===== config.mk =====
export PLATFORM = sky130hd
export DESIGN_NAME = websocket_frame_receiver_top_flat
export DESIGN_NICKNAME = d
export VERILOG_FILES = /design/src/rtl/core/wsfr_pkg.sv /design/src/rtl/core/wsfr_if.sv /design/src/rtl/core/wsfr_front.sv /design/src/rtl/core/wsfr_queue.sv /design/src/rtl/core/wsfr_back.sv /design/src/rtl/core/websocket_frame_receiver_top.sv /design/src/flat_wrapper.sv
export SDC_FILE = /design/constraint.sdc
export NUM_CORES = 1
export LEC_CHECK = 0
export BUFFER_PORTS_ARGS = -buffer_cell sky130_fd_sc_hd__buf_4
export CORE_MARGIN = 2
export CORE_UTILIZATION = 51
export CTS_CLUSTER_SIZE = 30
export DETAILED_ROUTE_END_ITERATION = 6
export PLACE_DENSITY = 0.8
export SLEW_MARGIN = 30
export SYNTH_ARGS = -nofsm -noshare
export SYNTH_HDL_FRONTEND = slang
export SYNTH_SLANG_ARGS = --single-unit

===== constraint.sdc =====
create_clock -name clk -period 7.8 [get_ports clk]
set_input_delay 0.78 -clock clk [delete_from_list [all_inputs] [get_ports clk]]
set_output_delay 0.78 -clock clk [all_outputs]
set_load 0.01 [all_outputs]

===== src/rtl/core/wsfr_pkg.sv =====
`default_nettype none
package wsfr_pkg;

	typedef enum logic [1:0] {
		PH_START   = 2'd0,
		PH_EXT     = 2'd1,
		PH_PAYLOAD = 2'd2,
		PH_CLOSED  = 2'd3
	} phase_t;

	typedef enum logic [1:0] {
		KIND_MESSAGE = 2'd0,
		KIND_PING    = 2'd1,
		KIND_CLOSE   = 2'd2
	} kind_t;

	localparam logic [3:0] OP_CONT  = 4'd0;
	localparam logic [3:0] OP_TEXT  = 4'd1;
	localparam logic [3:0] OP_BIN   = 4'd2;
	localparam logic [3:0] OP_CLOSE = 4'd8;
	localparam logic [3:0] OP_PING  = 4'd9;
	localparam logic [3:0] OP_PONG  = 4'd10;

	localparam logic [1:0] MSG_NONE = 2'd0;
	localparam logic [1:0] MSG_TEXT = 2'd1;

	localparam logic [15:0] CODE_EMPTY    = 16'd0;
	localparam logic [15:0] CODE_PROTOCOL = 16'd1002;
	localparam logic [15:0] CODE_BAD_DATA = 16'd1007;
	localparam logic [15:0] CODE_TOO_BIG  = 16'd1009;

	localparam logic [1:0] REG_ROLE     = 2'd0;
	localparam logic [1:0] REG_MAX_MSG  = 2'd1;
	localparam logic [1:0] REG_MAX_FRAG = 2'd2;

	localparam logic [30:0] MAX_MSG_RESET  = 31'd33554432;
	localparam logic [16:0] MAX_FRAG_RESET = 17'd65536;

	localparam int QDEPTH = 4;
	localparam int QAW    = $clog2(QDEPTH);

	typedef struct packed {
		kind_t       kind;
		logic        byte_valid;
		logic [7:0]  data;
		logic        is_text;
		logic        last;
		logic [15:0] close_code;
	} item_t;

	typedef struct packed {
		logic        role;
		logic [30:0] max_msg;
		logic [16:0] max_frag;
	} cfg_t;

endpackage
`default_nettype wire


===== src/rtl/core/wsfr_if.sv =====
`default_nettype none
interface wsfr_byte_if;
	logic       valid;
	logic       ready;
	logic [7:0] rx_byte;
	modport source (output valid, output rx_byte, input ready);
	modport sink   (input valid, input rx_byte, output ready);
endinterface

interface wsfr_result_if;
	logic        valid;
	logic        ready;
	logic [1:0]  result_kind;
	logic        byte_valid;
	logic [7:0]  payload_byte;
	logic        is_text;
	logic        last;
	logic [15:0] close_code;
	modport source (output valid, output result_kind, output byte_valid, output payload_byte,
		output is_text, output last, output close_code, input ready);
	modport sink   (input valid, input result_kind, input byte_valid, input payload_byte,
		input is_text, input last, input close_code, output ready);
endinterface
`default_nettype wire


===== src/rtl/core/wsfr_front.sv =====
`default_nettype none
// Header parser and payload unmasker: one received byte per beat.
module wsfr_front
	import wsfr_pkg::*;
(
	input  wire logic  clk,
	input  wire logic  arst_n,
	input  wire logic  in_fire,
	input  wire logic [7:0] in_byte,
	input  wire cfg_t  cfg,
	output logic       push,
	output item_t      push_item
);

	phase_t      phase_q, nphase;
	logic [3:0]  hcnt_q, nhcnt;
	logic        fin_q, nfin;
	logic [3:0]  op_q, nop;
	logic        masked_q, nmasked;
	logic [63:0] flen_q, nflen;
	logic [31:0] key_q, nkey;
	logic [30:0] pcnt_q, npcnt;
	logic [1:0]  mkind_q, nmkind;
	logic [30:0] mlen_q, nmlen;
	logic [16:0] frag_q, nfrag;
	logic [7:0]  chb_q, nchb;

	always_comb begin
		logic        hdr_end;
		logic        fault;
		logic [15:0] fcode;
		logic [3:0]  lb;
		logic [3:0]  idx4;
		logic [3:0]  total;
		logic        too_big;
		logic [31:0] sum;
		logic        lastb;
		logic [7:0]  u;
		logic [7:0]  kb;
		nphase = phase_q; nhcnt = hcnt_q; nfin = fin_q; nop = op_q; nmasked = masked_q;
		nflen = flen_q; nkey = key_q; npcnt = pcnt_q; nmkind = mkind_q; nmlen = mlen_q;
		nfrag = frag_q; nchb = chb_q;
		push = 1'b0;
		push_item = '0;
		hdr_end = 1'b0; fault = 1'b0; fcode = CODE_PROTOCOL;
		lb = 4'd0; idx4 = 4'd0; total = 4'd0; too_big = 1'b0; sum = '0;
		lastb = 1'b0; u = 8'd0; kb = 8'd0;
		unique case (phase_q)
			PH_CLOSED: begin
			end
			PH_START: begin
				if (hcnt_q == 4'd0) begin
					nfin = in_byte[7];
					nop = in_byte[3:0];
					if (in_byte[6:4] != 3'd0) begin
						push = 1'b1;
						push_item.kind = KIND_CLOSE;
						push_item.close_code = CODE_PROTOCOL;
						nphase = PH_CLOSED;
					end else begin
						nhcnt = 4'd1;
					end
				end else begin
					lb = (in_byte[6:0] == 7'd126) ? 4'd2 : (in_byte[6:0] == 7'd127) ? 4'd8 : 4'd0;
					nmasked = in_byte[7];
					npcnt = {27'd0, lb};
					nflen = (lb != 4'd0) ? 64'd0 : {57'd0, in_byte[6:0]};
					nkey = '0;
					nhcnt = 4'd2;
					if (lb == 4'd0 && !in_byte[7]) hdr_end = 1'b1;
					else nphase = PH_EXT;
				end
			end
			PH_EXT: begin
				idx4 = hcnt_q - 4'd2;
				if ({27'd0, idx4} < pcnt_q) nflen = {flen_q[55:0], in_byte};
				else nkey = {key_q[23:0], in_byte};
				nhcnt = hcnt_q + 4'd1;
				total = 4'd2 + pcnt_q[3:0] + (masked_q ? 4'd4 : 4'd0);
				if (nhcnt >= total) hdr_end = 1'b1;
			end
			PH_PAYLOAD: begin
				unique case (pcnt_q[1:0])
					2'd0: kb = key_q[31:24];
					2'd1: kb = key_q[23:16];
					2'd2: kb = key_q[15:8];
					default: kb = key_q[7:0];
				endcase
				u = masked_q ? (in_byte ^ kb) : in_byte;
				lastb = (flen_q[63:32] == 32'd0) && ({1'b0, pcnt_q} + 32'd1 >= flen_q[31:0]);
				npcnt = pcnt_q + 31'd1;
				if (lastb) begin
					nphase = PH_START; nhcnt = 4'd0; npcnt = '0;
				end
				if (op_q == OP_PING) begin
					push = 1'b1;
					push_item.kind = KIND_PING;
					push_item.byte_valid = 1'b1;
					push_item.data = u;
					push_item.last = lastb;
				end else if (op_q == OP_PONG) begin
				end else if (op_q == OP_CLOSE) begin
					if (pcnt_q == 31'd0) begin
						nchb = u;
						if (lastb) begin
							push = 1'b1;
							push_item.kind = KIND_CLOSE;
							push_item.close_code = CODE_PROTOCOL;
							nphase = PH_CLOSED;
						end
					end else if (pcnt_q == 31'd1) begin
						push = 1'b1;
						push_item.kind = KIND_CLOSE;
						push_item.close_code = {chb_q, u};
						nphase = PH_CLOSED;
					end
				end else begin
					push = 1'b1;
					push_item.kind = KIND_MESSAGE;
					push_item.byte_valid = 1'b1;
					push_item.data = u;
					push_item.is_text = (mkind_q == MSG_TEXT);
					if (lastb && fin_q) begin
						push_item.last = 1'b1;
						nmkind = MSG_NONE; nmlen = '0; nfrag = '0;
					end
				end
			end
			default: begin
			end
		endcase

		if (hdr_end) begin
			too_big = 1'b0;
			priority if (npcnt[3:0] == 4'd2 && nflen < 64'd126) fault = 1'b1;
			else if (npcnt[3:0] == 4'd8 && (nflen[63] || nflen < 64'd65536)) fault = 1'b1;
			else if (nmasked != !cfg.role) fault = 1'b1;
			else if (op_q >= OP_CLOSE) begin
				if (op_q > OP_PONG || !fin_q || nflen > 64'd125) fault = 1'b1;
			end else if (op_q > OP_BIN) fault = 1'b1;
			else if (op_q == OP_CONT && mkind_q == MSG_NONE) fault = 1'b1;
			else if (op_q == OP_CONT && ({1'b0, frag_q} + 18'd1 > {1'b0, cfg.max_frag})) begin
				fault = 1'b1; fcode = CODE_TOO_BIG;
			end else if (op_q != OP_CONT && mkind_q != MSG_NONE) fault = 1'b1;
			else fault = 1'b0;
			if (!fault && op_q < OP_CLOSE) begin
				sum = {1'b0, mlen_q} + {1'b0, nflen[30:0]};
				too_big = (nflen[63:31] != 33'd0) || (nflen[30:0] > cfg.max_msg) ||
					(sum > {1'b0, cfg.max_msg});
				if (too_big) begin
					fault = 1'b1; fcode = CODE_TOO_BIG;
				end
			end
			if (fault) begin
				push = 1'b1;
				push_item.kind = KIND_CLOSE;
				push_item.close_code = fcode;
				nphase = PH_CLOSED;
			end else begin
				if (op_q < OP_CLOSE) begin
					if (op_q != OP_CONT) begin
						nmkind = op_q[1:0]; nfrag = 17'd1; nmlen = nflen[30:0];
					end else begin
						nfrag = frag_q + 17'd1; nmlen = sum[30:0];
					end
				end
				npcnt = '0;
				if (nflen == 64'd0) begin
					nphase = PH_START; nhcnt = 4'd0;
					if (op_q == OP_PING) begin
						push = 1'b1;
						push_item.kind = KIND_PING;
						push_item.last = 1'b1;
					end else if (op_q == OP_CLOSE) begin
						push = 1'b1;
						push_item.kind = KIND_CLOSE;
						push_item.close_code = CODE_EMPTY;
						nphase = PH_CLOSED;
					end else if (op_q < OP_CLOSE && fin_q) begin
						push = 1'b1;
						push_item.kind = KIND_MESSAGE;
						push_item.is_text = (nmkind == MSG_TEXT);
						push_item.last = 1'b1;
						nmkind = MSG_NONE; nmlen = '0; nfrag = '0;
					end
				end else begin
					nphase = PH_PAYLOAD;
				end
			end
		end
		if (!in_fire) push = 1'b0;
	end

	always_ff @(posedge clk or negedge arst_n) begin
		if (!arst_n) begin
			phase_q <= PH_START; hcnt_q <= '0; fin_q <= 1'b0; op_q <= '0; masked_q <= 1'b0;
			flen_q <= '0; key_q <= '0; pcnt_q <= '0; mkind_q <= MSG_NONE; mlen_q <= '0;
			frag_q <= '0; chb_q <= '0;
		end else if (in_fire) begin
			phase_q <= nphase; hcnt_q <= nhcnt; fin_q <= nfin; op_q <= nop; masked_q <= nmasked;
			flen_q <= nflen; key_q <= nkey; pcnt_q <= npcnt; mkind_q <= nmkind; mlen_q <= nmlen;
			frag_q <= nfrag; chb_q <= nchb;
		end
	end

endmodule
`default_nettype wire


===== src/rtl/core/wsfr_queue.sv =====
`default_nettype none
// Small queue between the parser and the text checker.
module wsfr_queue
	import wsfr_pkg::*;
(
	input  wire logic  clk,
	input  wire logic  arst_n,
	input  wire logic  push,
	input  wire item_t push_item,
	output logic       full,
	output logic       not_empty,
	input  wire logic  pop,
	output item_t      head
);

	item_t          mem_q [QDEPTH];
	logic [QAW-1:0] wr_q, rd_q;
	logic [QAW:0]   cnt_q;

	assign full      = (cnt_q == (QAW+1)'(QDEPTH));
	assign not_empty = (cnt_q != '0);
	assign head      = mem_q[rd_q];

	always_ff @(posedge clk) begin
		if (push) mem_q[wr_q] <= push_item;
	end

	always_ff @(posedge clk or negedge arst_n) begin
		if (!arst_n) begin
			wr_q <= '0; rd_q <= '0; cnt_q <= '0;
		end else begin
			if (push) wr_q <= wr_q + 1'b1;
			if (pop) rd_q <= rd_q + 1'b1;
			cnt_q <= cnt_q + (QAW+1)'(push) - (QAW+1)'(pop);
		end
	end

endmodule
`default_nettype wire


===== src/rtl/core/wsfr_back.sv =====
`default_nettype none
// Checks text as UTF-8 across fragments, and holds the output register.
module wsfr_back
	import wsfr_pkg::*;
(
	input  wire logic  clk,
	input  wire logic  arst_n,
	input  wire logic  not_empty,
	input  wire item_t head,
	output logic       pop,
	input  wire logic  out_ready,
	output logic       out_valid,
	output item_t      out_item
);

	logic        ov_q, closed_q;
	item_t       oi_q;
	logic [1:0]  pend_q, npend;
	logic [20:0] cp_q, ncp;
	logic [16:0] min_q, nmin;
	item_t       res;
	logic        bad;

	assign pop       = not_empty && (!ov_q || out_ready);
	assign out_valid = ov_q;
	assign out_item  = oi_q;

	always_comb begin
		logic [7:0] c;
		c = head.data;
		npend = pend_q; ncp = cp_q; nmin = min_q; bad = 1'b0;
		if (head.kind == KIND_MESSAGE && head.is_text && head.byte_valid) begin
			if (pend_q == 2'd0) begin
				priority if (c < 8'h80) begin
				end else if ((c & 8'hE0) == 8'hC0) begin
					npend = 2'd1; ncp = {16'd0, c[4:0]}; nmin = 17'h80;
				end else if ((c & 8'hF0) == 8'hE0) begin
					npend = 2'd2; ncp = {17'd0, c[3:0]}; nmin = 17'h800;
				end else if ((c & 8'hF8) == 8'hF0) begin
					npend = 2'd3; ncp = {18'd0, c[2:0]}; nmin = 17'h10000;
				end else bad = 1'b1;
			end else if (c[7:6] != 2'b10) begin
				bad = 1'b1;
			end else begin
				ncp = {cp_q[14:0], c[5:0]};
				npend = pend_q - 2'd1;
				if (npend == 2'd0) begin
					if (ncp < {4'd0, nmin} || ncp > 21'h10FFFF ||
						(ncp >= 21'hD800 && ncp <= 21'hDFFF)) bad = 1'b1;
				end
			end
		end
		if (head.kind == KIND_MESSAGE && head.is_text && head.last && npend != 2'd0) bad = 1'b1;
		if (head.kind == KIND_MESSAGE && head.last) begin
			npend = '0; ncp = '0; nmin = '0;
		end
		res = head;
		if (bad) begin
			res = '0;
			res.kind = KIND_CLOSE;
			res.close_code = CODE_BAD_DATA;
		end
	end

	always_ff @(posedge clk) begin
		if (pop && !closed_q) oi_q <= res;
	end

	always_ff @(posedge clk or negedge arst_n) begin
		if (!arst_n) begin
			ov_q <= 1'b0; closed_q <= 1'b0; pend_q <= '0; cp_q <= '0; min_q <= '0;
		end else begin
			if (pop && !closed_q) begin
				ov_q <= 1'b1;
				pend_q <= npend; cp_q <= ncp; min_q <= nmin;
				if (res.kind == KIND_CLOSE) closed_q <= 1'b1;
			end else if (out_ready) begin
				ov_q <= 1'b0;
			end
		end
	end

endmodule
`default_nettype wire


===== src/rtl/core/websocket_frame_receiver_top.sv =====
`default_nettype none
// WebSocket frame receiver.
// Bytes from the connection arrive as beats on the rx channel, one byte per beat,
// and the block takes one beat every clock cycle while its queue has room.
// Each byte yields at most one beat on the res channel: a message byte, a ping
// byte to echo as a pong, or a close request with the code to send.
// The front parser decodes the frame header, unmasks payload and makes the
// protocol checks; the back stage checks text as UTF-8 and owns the output
// register. A four-entry queue between them lets either side stall alone.
// An accepted byte is parsed and its result written into the queue; the back
// stage then moves it into the output register when that register is free.
// Sustained rate is one byte per cycle while the receiver holds ready high.
// Once a close request has been produced, all further bytes are accepted and
// dropped until reset. When the receiver holds ready low, the output register
// holds its beat, the queue fills, and rx ready falls once the queue is full.
// Reset clears the parser to expect a new frame, empties the queue and restores
// the registers: server role, a 32 MiB message cap and 65536 fragments.
// Registers are written through cfg_we, cfg_index and cfg_data; the user must
// write them only while idle, and the block itself does not enforce this.
module websocket_frame_receiver_top
	import wsfr_pkg::*;
(
	input  wire logic        clk,
	input  wire logic        arst_n,
	wsfr_byte_if.sink        rx,
	wsfr_result_if.source    res,
	input  wire logic        cfg_we,
	input  wire logic [1:0]  cfg_index,
	input  wire logic [30:0] cfg_data
);

	cfg_t  cfg_q;
	logic  push, full, not_empty, pop, in_fire, ov;
	item_t push_item, head, oi;

	always_ff @(posedge clk or negedge arst_n) begin
		if (!arst_n) begin
			cfg_q.role     <= 1'b0;
			cfg_q.max_msg  <= MAX_MSG_RESET;
			cfg_q.max_frag <= MAX_FRAG_RESET;
		end else if (cfg_we) begin
			unique case (cfg_index)
				REG_ROLE:     cfg_q.role     <= cfg_data[0];
				REG_MAX_MSG:  cfg_q.max_msg  <= cfg_data;
				REG_MAX_FRAG: cfg_q.max_frag <= cfg_data[16:0];
				default: begin
				end
			endcase
		end
	end

	// The queue never overflows: a byte is only taken when a slot is free.
	assign rx.ready = !full;
	assign in_fire  = rx.valid && !full;

	wsfr_front u_front (
		.clk(clk), .arst_n(arst_n), .in_fire(in_fire), .in_byte(rx.rx_byte),
		.cfg(cfg_q), .push(push), .push_item(push_item)
	);

	wsfr_queue u_queue (
		.clk(clk), .arst_n(arst_n), .push(push), .push_item(push_item), .full(full),
		.not_empty(not_empty), .pop(pop), .head(head)
	);

	wsfr_back u_back (
		.clk(clk), .arst_n(arst_n), .not_empty(not_empty), .head(head), .pop(pop),
		.out_ready(res.ready), .out_valid(ov), .out_item(oi)
	);

	assign res.valid        = ov;
	assign res.result_kind  = oi.kind;
	assign res.byte_valid   = oi.byte_valid;
	assign res.payload_byte = oi.data;
	assign res.is_text      = oi.is_text;
	assign res.last         = oi.last;
	assign res.close_code   = oi.close_code;

endmodule
`default_nettype wire


===== src/flat_wrapper.sv =====
// flat-port wrapper written by rule: the top's interface ports become plain ports
module websocket_frame_receiver_top_flat import wsfr_pkg::*;
  (clk, arst_n, cfg_we, cfg_index, cfg_data, rx_valid, rx_rx_byte, rx_ready, res_valid, res_result_kind, res_byte_valid, res_payload_byte, res_is_text, res_last, res_close_code, res_ready);
  wsfr_byte_if rx_i ();
  wsfr_result_if res_i ();
  input  wire logic clk;
  input  wire logic arst_n;
  input  wire logic cfg_we;
  input  wire logic [1:0] cfg_index;
  input  wire logic [30:0] cfg_data;
  input wire logic [$bits(rx_i.valid)-1:0] rx_valid;
  input wire logic [$bits(rx_i.rx_byte)-1:0] rx_rx_byte;
  output wire logic [$bits(rx_i.ready)-1:0] rx_ready;
  output wire logic [$bits(res_i.valid)-1:0] res_valid;
  output wire logic [$bits(res_i.result_kind)-1:0] res_result_kind;
  output wire logic [$bits(res_i.byte_valid)-1:0] res_byte_valid;
  output wire logic [$bits(res_i.payload_byte)-1:0] res_payload_byte;
  output wire logic [$bits(res_i.is_text)-1:0] res_is_text;
  output wire logic [$bits(res_i.last)-1:0] res_last;
  output wire logic [$bits(res_i.close_code)-1:0] res_close_code;
  input wire logic [$bits(res_i.ready)-1:0] res_ready;
  assign rx_i.valid = rx_valid;
  assign rx_i.rx_byte = rx_rx_byte;
  assign rx_ready = rx_i.ready;
  assign res_valid = res_i.valid;
  assign res_result_kind = res_i.result_kind;
  assign res_byte_valid = res_i.byte_valid;
  assign res_payload_byte = res_i.payload_byte;
  assign res_is_text = res_i.is_text;
  assign res_last = res_i.last;
  assign res_close_code = res_i.close_code;
  assign res_i.ready = res_ready;
  websocket_frame_receiver_top u_core (.clk(clk), .arst_n(arst_n), .rx(rx_i), .res(res_i), .cfg_we(cfg_we), .cfg_index(cfg_index), .cfg_data(cfg_data));
endmodule

* After elaboration in Yosys (flattened, before gate mapping)
Memories as Yosys holds them, arrays and structs flattened. Cells that the tools add are included.
Cells by class: add/subtract/negate cells 14, multipliers 0, divide/modulo/power cells 0, $lt $le $gt $ge 18, eq/ne operators 31, shifts and indexed selects 0, mux-type cells 203, bitwise gates (word level) 3, reductions and logical operators 70
Operators by type and width (count):
- 31-bit 2-to-1 mux | 18
- 17-bit 2-to-1 mux | 20
- 16-bit 2-to-1 mux | 9
- 64-bit 2-to-1 mux | 2
- 64-bit one-hot mux with 2 select lines | 1
- 15-bit 2-to-1 mux | 8
- 2-bit 2-to-1 mux | 53
- 64-bit by 7-bit > comparator with 1-bit output (second input constant) | 1
- 64-bit zero test | 1
- 64-bit by 17-bit less-than comparator with 1-bit output (second input constant) | 1
- 64-bit by 7-bit less-than comparator with 1-bit output (second input constant) | 1
- 32-bit 2-to-1 mux | 2
- 32-bit one-hot mux with 2 select lines | 1
- 31-bit one-hot mux with 2 select lines | 1
- 29-bit 2-to-1 mux | 2
- 1-bit 2-to-1 mux | 52
- 18-bit 2-to-1 mux | 2
- 5-bit 2-to-1 mux | 7
- 11-bit 2-to-1 mux | 3
- 33-bit nonzero test | 1
- 31-bit by 1-bit adder with 32-bit output (second input constant) | 1
- 31-bit by 31-bit adder with 32-bit output | 1
- 32-bit >= comparator | 1
- 32-bit by 31-bit > comparator with 1-bit output | 1
- 65 further kinds | 149
Word-level totals: register bits 318, latch bits 0, bits in writable memories 116, bits in read-only memories 0, output and inout port bits 31, memories 1
Memory list:
- u_core.u_queue.mem_q | words 4, width 29, read ports 1, clocked after Yosys merged registers in 0, wr ports 1, RTL line wsfr_queue.sv:16 | item_t mem_q [QDEPTH];

* Logic depth before layout (Yosys ltp)
depth after elaboration 28, depth in mapped cells 40

* Hierarchy
From an unflattened synthesis, not the netlist that was laid out.
Second synthesis, totals: cells, all modules 2424, area total of the unflattened synthesis 24836.3 um2
Modules (own cells, without submodules):
- wsfr_front | times used 1, cells each 1904, area an instance 15740.1 um2, sequential area each 4929.7 um2
- wsfr_queue | times used 1, cells each 185, area an instance 4574.4 um2, sequential area each 3658.5 um2
- wsfr_back | times used 1, cells each 228, area an instance 2601.2 um2, sequential area each 1421.4 um2
- websocket_frame_receiver_top | times used 1, cells each 107, area an instance 1920.6 um2, sequential area each 1228.7 um2

* Worst setup path after synthesis
OpenSTA, ideal clock, no wires.
path type flip-flop to flip-flop, from reg u_core.u_front.hcnt_q[1], to reg u_core.u_queue.cnt_q[2], setup time 0.125 ns, data arrival time 7.654 ns, data required time 7.675 ns, setup slack 0.021 ns, cell stages (with the launch flop) 40, buffers on the path 0, period minus slack after synthesis 7.779 ns, cells stage by stage dfrtp_1 > inv_1 > ha_1 > xor2_1 > ha_1 > o211ai_1 > a211oi_4 > o21ai_2 > a32oi_1 > inv_1 > ha_1 > fa_1 > a21oi_1 > o2111ai_1 > a31o_2 > o311a_1 > a211oi_1 > o21bai_1 > [4 not listed] > nand4_1 > a21oi_1 > nand2_1 > o211a_1 > a21oi_1 > a211o_1 > nor2_1 > nor2_1 > nor3_1 > o22ai_2 > inv_1 > ha_1 > inv_1 > ha_1 > inv_1 > fa_1 > xnor2_1 > xnor2_1
On the way: word-level cells in the longest chain between the ends 21
Ends and longest elaborated chain:
- start, declared | RTL line wsfr_front.sv:16 | logic [3:0] hcnt_q, nhcnt;
- start signal, assigned | RTL line wsfr_front.sv:200 | phase_q <= nphase; hcnt_q <= nhcnt; fin_q <= nfin; op_q <= nop; masked_q <= nmasked;
- 4-bit by 2-bit subtractor with 4-bit output | RTL line wsfr_front.sv:75 | idx4 = hcnt_q - 4'd2;
- 4-bit by 31-bit less-than comparator with 1-bit output | RTL line wsfr_front.sv:76 | if ({27'd0, idx4} < pcnt_q) nflen = {flen_q[55:0], in_byte};
- 64-bit 2-to-1 mux | RTL line wsfr_front.sv:76
- 64-bit one-hot mux with 2 select lines * | RTL line wsfr_front.sv:48 | unique case (phase_q)
- net u_core.u_front.nflen[0] | RTL line wsfr_front.sv:20 | logic [63:0] flen_q, nflen;
- branches (longest 12 deep; another with 31-bit by 31-bit adder with 32-bit output)
- 1-bit 2-to-1 mux * | RTL line wsfr_front.sv:154 | if (fault) begin
- 1-bit 2-to-1 mux * | RTL line wsfr_front.sv:133 | if (hdr_end) begin
- 1-bit 2-to-1 mux * | RTL line wsfr_front.sv:191 | if (!in_fire) push = 1'b0;
- 3-bit by 1-bit adder with 3-bit output * | RTL line wsfr_queue.sv:34 | cnt_q <= cnt_q + (QAW+1)'(push) - (QAW+1)'(pop);
- 3-bit by 1-bit subtractor with 3-bit output * | RTL line wsfr_queue.sv:34
- end signal, assigned | RTL line wsfr_queue.sv:34
- end, declared | RTL line wsfr_queue.sv:18 | logic [QAW:0] cnt_q;
Mark *: on every way through the listed nets, which the timed path passes. The select of a mux whose other input is x is not followed. A chain may end at the register's enable or synchronous reset.

* Worst setup path in the final report
Ends and elaborated chain as after synthesis.

==> impl_results.md <==
* First-pass GRT wire length at 109 mm
* CTS sink count at 420
* CP Class: reg -> reg
* Setup slack after placement at -0.159 ns
* Cell Area, Synth at 24200 sq um
* DIE AREA at 49200 sq um
* Most frequent cell after synthesis: nand2_1
* Clk buf depth at 3
* WHS at 0.0770 ns
* Final Hold Viols at 0
* Final worst setup slack at 0.188 ns
* Top cell type's share of synthesized area at 28.3%
* Final setup fails at 0
* Std-Cell Rows at 79
* Port bufs at 76
* Status: finished with violations
* Drt initial violations at 2121
* Share of layout cells above drive strength 1 at 17.4%
* Gp weighted congestion at 0.998
* Post-cts hold buffer count at 0
* Period minus WS final at 7.61 ns
* FF-to-FF Start: u_core.u_front.hcnt_q[1]
* Worst skew pair latency at 0.61 ns
* First-pass DRT Iterations at 7
* Crit. End Element: flip-flop
* Utilization after layout at 59.9%
* Dominant cells by area after synthesis: dfrtp_1, edfxtp_1, ha_1
* Largest area contributor in the netlist: dfrtp_1
* Register area share after synthesis at 46.5%
* CP required at 8.27 ns
* Internal reg-to-reg setup slack at 0.19 ns
* Startpoint class of the critical path: flip-flop
* HPWL Detailed at 48.8 mm
* Largest net degree at the start of global routing at 156
* Worst Path Arrival at 8.08 ns
* # diodes at 0
* Total leakage power at 12.7 nW
* Total wire length at 68.5 mm
* Average via count per standard cell at 6.23
* # Max-Cap Violations at 0
* FF+latch count, synth at 420
* Post-synth top cells: nand2_1, dfrtp_1, o21ai_0
* H-tree depth at 2
* Initial antenna violation count at 3
* WL per Instance at 21.8 um
* Slew Limit Fails at 0
* RSZ-0062 raised after global routing: true
* Final nets at 2715
* Vias in the first global route at 19.4k
* Filler Cells Inserted at 3792
* Die width at 222 um
* GR Util All Layers at 27.9%
* GRT overflow at 0
* Area grow syn2layout at 15.5%
* Initial core utilization at 51.8%
* R2r worst-path depth at 40
* Max Freq at 131 MHz
* EDFF count, synth at 145
* VDD IR max at 200 uV
* Num CTS Buffers at 44
* IO Pins at 77
* Slowest CP cell: dfrtp_1
* YS warnings at 0
* DIE HEIGHT at 222 um
* Hold WC Path Type: in -> async
* Fin crit share at 97.6%
* Root buffer cell: clkbuf_16
* CTS tree: yes
* Worst-path clk slew at 0.06 ns
* RR Endpoint: u_core.u_queue.cnt_q[2]
* PD cells at 365 nW/um^2
* Post-synth top flop: dfrtp_1
* Syn Inst Count at 2343
* CORE AREA at 46700 sq um
* Final antenna-violating net count at 0
* Worst-margin pin slew at 0.998 ns
* Post-synthesis async set-or-reset flop share at 65.5%
* Max FO, Critical Path at 4
* Number of vias in the routed layout at 19.6k
* Synthesized area per cell at 10.3 sq um
* Synthesized Nets at 2562
* Max incr delay on CP at 0.37 ns
* Drc violations at 7
* Distinct cell type count after synthesis at 92
* Slew Limit Headroom at 33.5%
* Clk_skew at 0.0245 ns
* Violated checks: design-rule violations
how the worst max path moves through the flow:
stage,start,end,slack (ns)
final,u_core.u_front.hcnt_q[1],u_core.u_queue.cnt_q[2],0.19
after global routing,u_core.u_front.hcnt_q[1],u_core.u_queue.cnt_q[2],-0.22
after CTS,u_core.u_front.hcnt_q[2],u_core.u_queue.cnt_q[2],-0.04
after detailed placement,u_core.u_front.hcnt_q[1],u_core.u_queue.cnt_q[2],-0.16
after global placement,u_core.u_front.hcnt_q[1],u_core.u_queue.cnt_q[2],0.07
after floorplan,u_core.u_front.hcnt_q[1],u_core.u_queue.cnt_q[2],0.02
sequential cells by signal (all words and copies together) (netlist names), 2 cells and up:
name                    cells
u_core.cfg_q               49
u_core.u_queue.wr_q         2
u_core.u_queue.mem_q      116
u_core.u_back.pend_q        2
u_core.u_back.out_item     29
u_core.u_front.key_q       32
u_core.u_queue.cnt_q        3
u_core.u_front.mkind_q      2
u_core.u_front.op_q         4
u_core.u_back.cp_q         15
u_core.u_front.phase_q      2
u_core.u_queue.rd_q         2
u_core.u_back.min_q         3
u_core.u_front.frag_q      17
u_core.u_front.mlen_q      31
u_core.u_front.hcnt_q       4
u_core.u_front.chb_q        8
u_core.u_front.pcnt_q      31
u_core.u_front.flen_q      64
repair_timing:
item,CTS,global route
pin swaps,30,30
resized for setup,32,8
endpoints found under the setup margin,2,222
setup buffers,6,3
hold endpoints to repair,0,0
report_power, final:
| part | switching [mW] | internal [mW] | total [mW] |
|---|---|---|---|
| clock network | 0.938 | 1.32 | 2.26 |
| registers | 0.369 | 2.86 | 3.22 |
| logic | 2.86 | 1.85 | 4.71 |
per-layer routing:
metal / vias up / global-route usage, % / part of all wire [%]
li1: 8937 / - / -
met1: 9619 / 37.7 / 42
met2: 827 / 46.1 / 47
met3: 184 / 3.91 / 6.9
met4: 2 / 9.92 / 3.9
met5: - / 0 / 0.016
final cells by class:
cell class | instances | area, sq um | area share [%]
clock buffers | 56 | 1190 | 4.25
flip-flops and latches | 420 | 11200 | 40.2
repair buffers | 216 | 1710 | 6.11
multi-input cells | 1679 | 12200 | 43.6
inverters | 135 | 509 | 1.82
well taps | 607 | 759 | 2.72
clock inverters | 26 | 349 | 1.25
placed cells by master, fill, tap and decap left out, types with 8 or more instances in the layout:
master,instances
o21ai_0,190
edfxtp_1,145
o21a_1,14
clkinv_1,10
and2_1,9
buf_4,208
a21o_1,74
nand4_1,25
nand2_1,274
dfrtp_1,272
nand2b_1,10
mux2_2,53
a211oi_1,16
mux4_2,29
o21bai_1,10
nor4_1,19
ha_1,165
or2_2,12
and3_1,32
xor2_1,35
nor3_1,31
a222oi_1,8
a31oi_1,15
inv_1,128
o211ai_1,12
clkbuf_16,44
or3_1,12
xnor2_1,50
nor2b_1,20
a21oi_1,102
and4_1,12
o31ai_1,15
nor2_1,105
clkbuf_1,8
o2111ai_1,9
a22o_1,89
o22ai_1,8
a22oi_1,8
nand3_1,72
critical path, delay by kind of cell, from the launching register on:
kind | cells | cell delay [ns]
xor gates and xnor gates | 3 | 0.41
and+or+nand+nor | 3 | 0.34
DFF | 1 | 0.37
adders and majority gates | 8 | 1.90
buffers and inverters | 6 | 0.45
AOI/OAI and AO/OA | 19 | 3.77
muxes | 1 | 0.24
kinds of logic (layout without fill, tap and decap cells):
| kind of cell | after synthesis | after routing | share of synthesized area [%] |
|---|---|---|---|
| AO/OA/AOI/OAI | 655 | 655 | 18.5 |
| XOR/XNOR | 86 | 86 | 3.12 |
| adder cells (fa/ha/maj) | 173 | 173 | 9.05 |
| buffers and inverters | 244 | 433 | 3.96 |
| flip-flops | 420 | 420 | 46.5 |
| multiplexers | 87 | 87 | 5.38 |
| AND/OR/NAND/NOR | 678 | 678 | 13.6 |
stage by stage:
step	instances	setup TNS, ns	power (mW)	area [sq um]
floorplan	2343	0	6.05	24200
global placement	3047	0	7.52	26100
global route	3139	-0.764	10.8	27900
CTS	3135	-0.0414	10.1	27800
finish	3139	0	10.2	27900
detailed placement	3047	-0.193	7.68	26100
No activity file was read; power rests on OpenSTA's default activity.
